File: config.mk
export PLATFORM = sky130hd
export DESIGN_NAME = banked_unaligned_load_store
export DESIGN_NICKNAME = d
export VERILOG_FILES = /design/src/sv/bauls_pkg.sv /design/src/sv/banked_unaligned_load_store.sv
export SDC_FILE = /design/constraint.sdc
export NUM_CORES = 2
export LEC_CHECK = 0
export BUFFER_PORTS_ARGS = -buffer_cell sky130_fd_sc_hd__buf_2
export CAP_MARGIN = 10
export CORE_AREA = 2 2 761 384
export CTS_BUF_LIST = sky130_fd_sc_hd__clkbuf_8
export DETAILED_ROUTE_END_ITERATION = 7
export DIE_AREA = 0 0 763 386
export PLACE_DENSITY = 0.61
export SETUP_SLACK_MARGIN = 0.15
export SYNTH_ARGS = -nofsm -noshare
export SYNTH_HDL_FRONTEND = slang
export SYNTH_MEMORY_MAX_BITS = 65536
export SYNTH_SLANG_ARGS = --single-unit
File: constraint.sdc
create_clock -name clk -period 8.7 [get_ports clk]
set_input_delay 1.74 -clock clk [delete_from_list [all_inputs] [get_ports clk]]
set_output_delay 1.74 -clock clk [all_outputs]
set_load 0.05 [all_outputs]
File: src/sv/bauls_pkg.sv
// Package for the banked unaligned load/store unit: opcodes, sizes and state type.
`timescale 1ns / 1ps

package bauls_pkg;

    localparam int BANK_ROWS_DEF = 64;
    localparam int NUM_BANKS     = 4;
    localparam int BANK_W        = 16;

    localparam logic [2:0] OP_LOAD_WORD  = 3'd0;
    localparam logic [2:0] OP_LOAD_HALF  = 3'd1;
    localparam logic [2:0] OP_LOAD_BYTE  = 3'd2;
    localparam logic [2:0] OP_STORE_WORD = 3'd3;
    localparam logic [2:0] OP_STORE_HALF = 3'd4;
    localparam logic [2:0] OP_STORE_BYTE = 3'd5;

    typedef enum logic [0:0] {
        ST_IDLE,
        ST_EXEC
    } state_t;

endpackage

File: src/sv/banked_unaligned_load_store.sv
// Banked unaligned big-endian load/store unit: four 16-bit banks with read-modify-write.
`timescale 1ns / 1ps

// On acceptance of a request the four banks are read at the rows the access touches
// (one synchronous read port per bank); in the execute state the bytes are picked out
// for a load or merged and written back for a store. A new request is taken only once
// the previous one has left execute; a load waits in execute only while an earlier load
// result still sits unread in the output register. The banks read as zero after reset
// through a valid bit per row and bank, so no clearing pass is needed.
module banked_unaligned_load_store #(
    parameter int BANK_ROWS = bauls_pkg::BANK_ROWS_DEF
) (
    input  logic        clk,
    input  logic        rst_n,
    input  logic        in_valid,
    output logic        in_ready,
    input  logic [2:0]  opcode,
    input  logic [7:0]  byte_address,
    input  logic [31:0] write_value,
    output logic        out_valid,
    input  logic        out_ready,
    output logic [31:0] read_value
);

    localparam int RW = $clog2(BANK_ROWS);
    localparam int NB = bauls_pkg::NUM_BANKS;
    localparam int BW = bauls_pkg::BANK_W;

    bauls_pkg::state_t state_reg, state_next;

    logic          in_fire;
    logic          exec_fire;
    logic          is_load;
    logic          is_store;

    logic [2:0]    op_reg;
    logic [7:0]    addr_reg;
    logic [31:0]   wval_reg;
    logic          out_valid_reg, out_valid_next;
    logic [31:0]   read_value_reg, read_value_next;

    logic [RW-1:0] row_in [NB];
    logic          touch_in [NB];
    logic [RW-1:0] row_reg [NB];
    logic          touch_reg [NB];

    logic [BW-1:0] rd_data [NB];
    logic [BW-1:0] wr_data [NB];
    logic [NB-1:0] wr_en;

    // request decode
    assign is_load  = (op_reg == bauls_pkg::OP_LOAD_WORD) || (op_reg == bauls_pkg::OP_LOAD_HALF)
                   || (op_reg == bauls_pkg::OP_LOAD_BYTE);
    assign is_store = (op_reg == bauls_pkg::OP_STORE_WORD)
                   || (op_reg == bauls_pkg::OP_STORE_HALF)
                   || (op_reg == bauls_pkg::OP_STORE_BYTE);

    // next state
    always_comb
    begin
        state_next = state_reg;
        case (state_reg)
            bauls_pkg::ST_IDLE:
            begin
                if (in_valid)
                begin
                    state_next = bauls_pkg::ST_EXEC;
                end
            end
            bauls_pkg::ST_EXEC:
            begin
                if (!(is_load && out_valid_reg && !out_ready))
                begin
                    state_next = bauls_pkg::ST_IDLE;
                end
            end
            default:
            begin
                state_next = bauls_pkg::ST_IDLE;
            end
        endcase
    end

    // state outputs
    always_comb
    begin
        in_ready  = 1'b0;
        exec_fire = 1'b0;
        case (state_reg)
            bauls_pkg::ST_IDLE:
            begin
                in_ready = 1'b1;
            end
            bauls_pkg::ST_EXEC:
            begin
                exec_fire = !(is_load && out_valid_reg && !out_ready);
            end
            default:
            begin
                in_ready = 1'b0;
            end
        endcase
    end

    assign in_fire = in_valid && in_ready;

    // rows per bank: halfwords touched are consecutive, so each bank is hit at most once
    always_comb
    begin
        logic [8:0] last_b;
        logic [7:0] h0;
        logic [7:0] span;
        logic [1:0] d;
        logic [7:0] h;
        case (opcode)
            bauls_pkg::OP_LOAD_WORD, bauls_pkg::OP_STORE_WORD:
                last_b = {1'b0, byte_address} + 9'd3;
            bauls_pkg::OP_LOAD_HALF, bauls_pkg::OP_STORE_HALF:
                last_b = {1'b0, byte_address} + 9'd1;
            default:
                last_b = {1'b0, byte_address};
        endcase
        h0   = {1'b0, byte_address[7:1]};
        span = last_b[8:1] - h0;
        for (int k = 0; k < NB; k++)
        begin
            d           = 2'(k) - h0[1:0];
            h           = h0 + {6'd0, d};
            row_in[k]   = RW'(h[7:2]);
            touch_in[k] = ({6'd0, d} <= span);
        end
    end

    // bank memories
    for (genvar k = 0; k < NB; k++)
    begin : g_bank
        logic [BW-1:0]        mem [BANK_ROWS];
        logic [BANK_ROWS-1:0] valid_reg;
        logic [BW-1:0]        rdata_reg;
        logic                 rvalid_reg;

        always_ff @(posedge clk)
        begin
            if (in_fire)
            begin
                rdata_reg <= mem[row_in[k]];
            end
            if (wr_en[k])
            begin
                mem[row_reg[k]] <= wr_data[k];
            end
        end

        always_ff @(posedge clk or negedge rst_n)
        begin
            if (!rst_n)
            begin
                valid_reg  <= '0;
                rvalid_reg <= 1'b0;
            end
            else
            begin
                if (in_fire)
                begin
                    rvalid_reg <= valid_reg[row_in[k]];
                end
                if (wr_en[k])
                begin
                    valid_reg[row_reg[k]] <= 1'b1;
                end
            end
        end

        assign rd_data[k] = rvalid_reg ? rdata_reg : '0;
    end

    // request registers
    always_ff @(posedge clk)
    begin
        if (in_fire)
        begin
            op_reg   <= opcode;
            addr_reg <= byte_address;
            wval_reg <= write_value;
            for (int k = 0; k < NB; k++)
            begin
                row_reg[k]   <= row_in[k];
                touch_reg[k] <= touch_in[k];
            end
        end
    end

    // byte select for loads, byte-masked merge for stores
    always_comb
    begin
        logic [8:0] badr;
        logic [1:0] bk;
        logic [7:0] lb [4];
        logic [7:0] sb [4];
        logic [2:0] nbytes;
        for (int k = 0; k < NB; k++)
        begin
            wr_data[k] = rd_data[k];
        end
        case (op_reg)
            bauls_pkg::OP_LOAD_WORD, bauls_pkg::OP_STORE_WORD: nbytes = 3'd4;
            bauls_pkg::OP_LOAD_HALF, bauls_pkg::OP_STORE_HALF: nbytes = 3'd2;
            default:                                           nbytes = 3'd1;
        endcase
        for (int i = 0; i < 4; i++)
        begin
            case (nbytes)
                3'd4:    sb[i] = wval_reg[8*(3-i) +: 8];
                3'd2:    sb[i] = (i == 0) ? wval_reg[15:8] : wval_reg[7:0];
                default: sb[i] = wval_reg[7:0];
            endcase
            badr  = {1'b0, addr_reg} + 9'(i);
            bk    = badr[2:1];
            lb[i] = badr[0] ? rd_data[bk][7:0] : rd_data[bk][15:8];
            if (3'(i) < nbytes)
            begin
                if (badr[0])
                begin
                    wr_data[bk][7:0] = sb[i];
                end
                else
                begin
                    wr_data[bk][15:8] = sb[i];
                end
            end
        end
        for (int k = 0; k < NB; k++)
        begin
            wr_en[k] = exec_fire && is_store && touch_reg[k];
        end
        case (nbytes)
            3'd4:    read_value_next = {lb[0], lb[1], lb[2], lb[3]};
            3'd2:    read_value_next = {16'd0, lb[0], lb[1]};
            default: read_value_next = {24'd0, lb[0]};
        endcase
    end

    assign out_valid_next = (exec_fire && is_load) ? 1'b1
                          : (out_ready ? 1'b0 : out_valid_reg);

    always_ff @(posedge clk)
    begin
        if (exec_fire && is_load)
        begin
            read_value_reg <= read_value_next;
        end
    end

    always_ff @(posedge clk or negedge rst_n)
    begin
        if (!rst_n)
        begin
            state_reg     <= bauls_pkg::ST_IDLE;
            out_valid_reg <= 1'b0;
        end
        else
        begin
            state_reg     <= state_next;
            out_valid_reg <= out_valid_next;
        end
    end

    assign out_valid  = out_valid_reg;
    assign read_value = read_value_reg;

`ifndef SYNTHESIS
    a_accept_to_exec: assert property (@(posedge clk) disable iff (!rst_n)
        in_valid && in_ready |=> state_reg == bauls_pkg::ST_EXEC)
        else $error("accepted request did not enter execute");

    a_exec_done: assert property (@(posedge clk) disable iff (!rst_n)
        state_reg == bauls_pkg::ST_EXEC && exec_fire |=> state_reg == bauls_pkg::ST_IDLE)
        else $error("execute did not complete");

    a_write_only_store: assert property (@(posedge clk) disable iff (!rst_n)
        (|wr_en) |-> (state_reg == bauls_pkg::ST_EXEC && is_store))
        else $error("bank write outside a store");

    a_result_from_load: assert property (@(posedge clk) disable iff (!rst_n)
        $rose(out_valid_reg) |-> $past(state_reg == bauls_pkg::ST_EXEC) && $past(is_load))
        else $error("result without a load");
`endif

endmodule
== Word-level counts from Yosys, hierarchy flattened ==
Memory sizes are Yosys's and may differ from the RTL's. A register that Yosys moved wholly into a read port is not among the register bits.
Cells that the tools add are included.
Storage, ports and cells
  memories: 6
  register bits: 332
  bits in writable memories: 4124
Cells by class
  bitwise operators: 9
  $lt $le $gt $ge: 28
  reduce and logical (&&, ||, !) cells: 30
  $add $sub $neg: 14
  mux-type cells: 91
  equality and inequality tests: 10
Memories
  g_bank[0].mem: depth 64, bits a word 16, rd ports 1, clocked after Yosys merged registers in 1, write ports 1, line banked_unaligned_load_store.sv:137  | logic [BW-1:0] mem [BANK_ROWS];
  g_bank[1].mem: depth 64, bits a word 16, rd ports 1, clocked after Yosys merged registers in 1, write ports 1, line banked_unaligned_load_store.sv:137
  g_bank[2].mem: depth 64, bits a word 16, rd ports 1, clocked after Yosys merged registers in 1, write ports 1, line banked_unaligned_load_store.sv:137
  g_bank[3].mem: depth 64, bits a word 16, rd ports 1, clocked after Yosys merged registers in 1, write ports 1, line banked_unaligned_load_store.sv:137
  row_reg: depth 4, bits a word 6, rd ports 4, clocked after Yosys merged registers in 0, write ports 4, line banked_unaligned_load_store.sv:44  | logic [RW-1:0] row_reg [NB];
  touch_reg: depth 4, bits a word 1, rd ports 4, clocked after Yosys merged registers in 0, write ports 4, line banked_unaligned_load_store.sv:45  | logic touch_reg [NB];
Operators with widths (count)
  bitwise mux 64 bit: 8
  2-to-1 mux 64 bit: 8
  demux 16 bit (select 2 bit): 8
  2-to-1 mux 16 bit: 16
  bitwise OR 64 bit: 4
  binary-select mux 16 bit (select 2 bit): 4
  2-to-1 mux 8 bit: 10
  one-hot mux 32 bit (2 select lines): 1
  less-than comparator 6 x 7 -> 1 bit, second input constant: 8
  adder 7 x 2 -> 8 bit: 4
  less-or-equal comparator 2 x 8 -> 1 bit: 4
  binary-select mux 1 bit (select 6 bit): 4
  demux 1 bit (select 6 bit): 4
  greater-or-equal comparator 6 x 1 -> 1 bit, second input constant: 4
  2-to-1 mux 1 bit: 24
  one-hot mux 9 bit (2 select lines): 1
  logical AND 1 bit: 17
  one-hot mux 8 bit (2 select lines): 1
  equality test 3 x 2 -> 1 bit, second input constant: 4
  equality test 3 bit, second input constant: 4
  greater-or-equal comparator 3 bit, second input constant: 4
  less-than comparator 3 x 1 -> 1 bit, second input constant: 4
  inverter 2 -> 3 bit: 4
  adder 8 x 1 -> 9 bit, second input constant: 1
  other kinds (17): 31

== Logic depth before layout (Yosys ltp) ==
  word-level depth: 17
  gate-level depth with buffers: 16
  mapped depth without buffers: 16

== Least setup slack after synthesis ==
No wires, ideal clock.
  kind: flip-flop to flip-flop
  start point: register addr_reg[1]
  end point: memory g_bank[0].mem[0][6] in the netlist's numbering, data pin
  slack: 1.819 ns
  data required time: 7.998 ns
  clock period less this slack: 6.881 ns
  cell stages (with the launch flop): 15
  library setup time: 0.702 ns
  arrival: 6.179 ns
  buffers on the path: 6
  cell sequence: edfxtp_1 > clkbuf_1 > buf_2 > inv_2 > buf_1 > ha_1 > buf_1 > clkbuf_1 > nor2_1 > nand2_1 > clkbuf_1 > nor2_1 > a211oi_1 > a21oi_1 > o21ai_0
RTL lines
  from (decl): line banked_unaligned_load_store.sv:37  | logic [7:0] addr_reg;
  from (signal assigned): line banked_unaligned_load_store.sv:183  | addr_reg <= byte_address;
  to (decl): line banked_unaligned_load_store.sv:137

== Final worst setup path ==
  start point: input byte_address[2]
  end point: register g_bank[0].rdata_reg[5], read port of g_bank[0].mem, data pin
Between the ends
  longest elaborated chain between the ends: 2
Ends and longest elaborated chain
  from (decl): line banked_unaligned_load_store.sv:18  | input logic [7:0] byte_address,
  subtractor 1 x 2 -> 2 bit: line banked_unaligned_load_store.sv:127  | d = 2'(k) - h0[1:0];
  adder 7 x 2 -> 8 bit (*): line banked_unaligned_load_store.sv:128  | h = h0 + {6'd0, d};
  to (decl): line banked_unaligned_load_store.sv:139  | logic [BW-1:0] rdata_reg;
Every way passes the cells marked *; elsewhere a longest branch is shown, timed or not.
A chain may end at the register's enable or synchronous reset.

==> results.yml <==
timing:
  min_period_ns: 5.857
  worst_pin_slew_ns: 1.287
  finalHoldViolations: 0
  setup_slack_ns: 2.843
  timing.final.crit_share: 0.6732
  maxSlewViolCount: 0
  finalClockSkew_ns: 0.1202
  setup_viol: 0
  holdWs_ns: 0.4604
  fin_tns_setup_ns: 0
  slew_headroom: 0.1423
  rsz0062_at_grt: "no"
  max_freq_mhz: 170.7
clock_network:
  cts-hold-fix-buffers: 0
  numClockSinks: 3375
  cts_root_buf: "clkbuf_8"
  cts_buffer_depth: 4
  cts_resized: 0
  cts_setup_buffers: 0
  clk_pin_slew_ns: 0.06
  cts_tree: "built"
  numCtsBuffers: 458
  clk-insertion-delay-late_ns: 1.11
  h-tree-depth: 5
setup_path:
  r2r_end: "g_bank[0].mem[15][3]"
  reg2reg_setup_slack_ns: 3.73
  cpPeakStageDelay_ns: 0.74
  slowest_stage: "o311ai_4"
  critPathLaunch: "byte_address[2]"
  arrival_ns: 6.65
  worstReg2RegStart: "op_reg[0]"
  crit_path_max_fanout: 86
  cp_common_cell: "mux4_2"
  crit_path_start_kind: "input pin"
  path_cells: "buf_2, inv_1, ha_1, xnor2_2, o311ai_4, nand2_2, inv_8, buf_4, mux4_2, mux4_2, a22oi_1, nand2_1"
  crit_required_ns: 9.50
  endpoint_kind: "register"
  path_class: "input pin to register"
  rr_worst_depth: 7
power_and_ir_drop:
  irDropWorstVdd_mv: 0.1244
  powerDensity_mw_per_mm2: 227.0
  leakagePower_uw: 0.04901
placement:
  place_ws_ns: 1.792
  detailed_place_hpwl_mm: 233.5
  portBuffers: 80
  gp_congestion: 0.9344
grt:
  grt_max_degree: 105
  grt_usage: 0.2579
  grt_overflow: 0
  grt_pass1_wl_mm: 538.5
  grt_pass1_vias: 70620
  antenna_found_initial: 25
layout:
  final_util: 0.5199
  final_cell_mix: "3185 x edfxtp_1, 913 x mux4_2, 472 x clkbuf_8"
  final_common_cell: "edfxtp_1"
  nNetsFinal: 7301
  largest_reg_flops: 3024
  drive_gt1_frac: 0.2878
  areaGrowthSynthToFinish_pct: 11.41
yosys:
  synth_async_sr_flop_share: 0.05630
  synth_edf_count: 3185
  avgSynthCellArea_sq_um: 19.91
  postSynthCellCount: 6771
  synthesis.area_sq_mm: 0.1348
  synth_seq_area_share: 0.7448
  yosysWarningCount: 0
  syn-num-nets: 6843
  ys.flop_type: "edfxtp_1"
  synth_seq_cells: 3375
  yosysUniqueCellTypes: 77
hold_path:
  whs_path_depth: 1
  hold_path_end: "g_bank[3].valid_reg[10]"
  min_path_type: "register to register"
  min_from: "g_bank[3].valid_reg[10]"
floorplan:
  core-area_sq_mm: 0.2889
  num_rows: 140
  die_w_microns: 763
  die_area_sq_mm: 0.2945
  die_y_microns: 386
  ioPinCount: 81
  start_util: 0.4667
routing:
  met3_length_mm: 49.66
  first_pass_iters: 6
  totalWireLength_mm: 383.6
  viasPerCell: 6.365
  final_antenna_net_count: 0
  top_layer: "met5"
  met2_length_mm: 155.8
  vias: 72730
  drc: 0
  drt-initial-drc-count: 10560
  post_drt_wl_per_cell_microns: 33.57
  met1_length_mm: 168.7
status:
  status: "complete, no violations"
flow_run:
  cap_viol_max_count: 0
metrics by stage:
| stage | cell area [sq um] | std cells | total power [uW] |
|---|---|---|---|
| finish | 150200 | 11430 | 34090 |
| CTS | 150100 | 11410 | 34250 |
| floorplan | 134800 | 6771 | 21450 |
| detailed placement | 141800 | 10600 | 23010 |
| global route | 150200 | 11420 | 35210 |
| global placement | 141800 | 10600 | 22900 |
per-layer routing:
metal,vias to the layer above,global-route usage
met4,10,0.06300
met1,38740,0.4104
met5,-,0
met3,604,0.08425
met2,4466,0.3414
li1,28910,-
logic make-up (layout without fill, tap and decap cells):
kind of cell | after synthesis | after routing | synth area share
DFF | 3375 | 3375 | 0.7448
and+or+nand+nor | 1072 | 1072 | 0.03568
muxes | 1010 | 1010 | 0.1599
AOI/OAI and AO/OA | 800 | 800 | 0.04025
buffers and inverters | 463 | 1277 | 0.01471
xor gates and xnor gates | 26 | 26 | 0.002163
adders and majority gates | 25 | 25 | 0.002488
other | 0 | 7 | 0
cell type report:
| cell class | instances | area [sq um] |
|---|---|---|
| antenna | 7 | 17.52 |
| clock buffer | 472 | 6496 |
| clock inverter | 344 | 1764 |
| fill | 22620 | 138700 |
| inverter | 39 | 182.7 |
| multi-input combinational | 2933 | 33330 |
| sequential | 3375 | 100400 |
| tap | 3834 | 4797 |
| timing repair buffer | 422 | 3196 |
cell usage after synthesis (all sizes together), types with 31 or more instances:
| cell | n | share of area |
|---|---|---|
| a211oi | 40 | 0.0022 |
| o22ai | 108 | 0.0050 |
| o21bai | 103 | 0.0057 |
| edfxtp | 3185 | 0.71 |
| or2 | 82 | 0.0038 |
| clkbuf | 231 | 0.0064 |
| nand2 | 373 | 0.010 |
| a22oi | 118 | 0.0066 |
| dfrtp | 190 | 0.035 |
| mux2i | 80 | 0.0059 |
| o21ai | 87 | 0.0033 |
| buf | 193 | 0.0072 |
| inv | 36 | 0.0010 |
| a21oi | 139 | 0.0052 |
| mux4 | 913 | 0.15 |
| o211ai | 61 | 0.0034 |
| nand3 | 75 | 0.0028 |
| a31oi | 31 | 0.0014 |
| nor2 | 377 | 0.010 |
critical path: cells and delay by family:
kind / cells / cell delay (ns)
buffers and inverters: 4 / 1.60
AOI/OAI and AO/OA: 2 / 1.01
muxes: 2 / 0.95
and+or+nand+nor: 2 / 0.46
adders and majority gates: 1 / 0.44
xor gates and xnor gates: 1 / 0.27
power by group:
part | switching [uW] | leakage, uW | total [uW] | internal [uW]
sequential | 171 | 0.0316 | 18800 | 18600
clock | 6050 | 0.00484 | 11400 | 5310
combinational | 2610 | 0.0125 | 3910 | 1300
total | 8830 | 0.0490 | 34100 | 25300
worst max-delay path by stage:
stage	to	slack [ns]	cells after the start
after floorplan	g_bank[0].mem[0][6]	1.82	14
after global placement	g_bank[0].rdata_reg[1]	1.82	12
after detailed placement	g_bank[0].rdata_reg[1]	1.79	12
after CTS	g_bank[0].rdata_reg[5]	2.95	12
after global routing	g_bank[2].rdata_reg[15]	2.76	12
final	g_bank[0].rdata_reg[5]	2.84	12
Power figures use the tool's default switching activity.
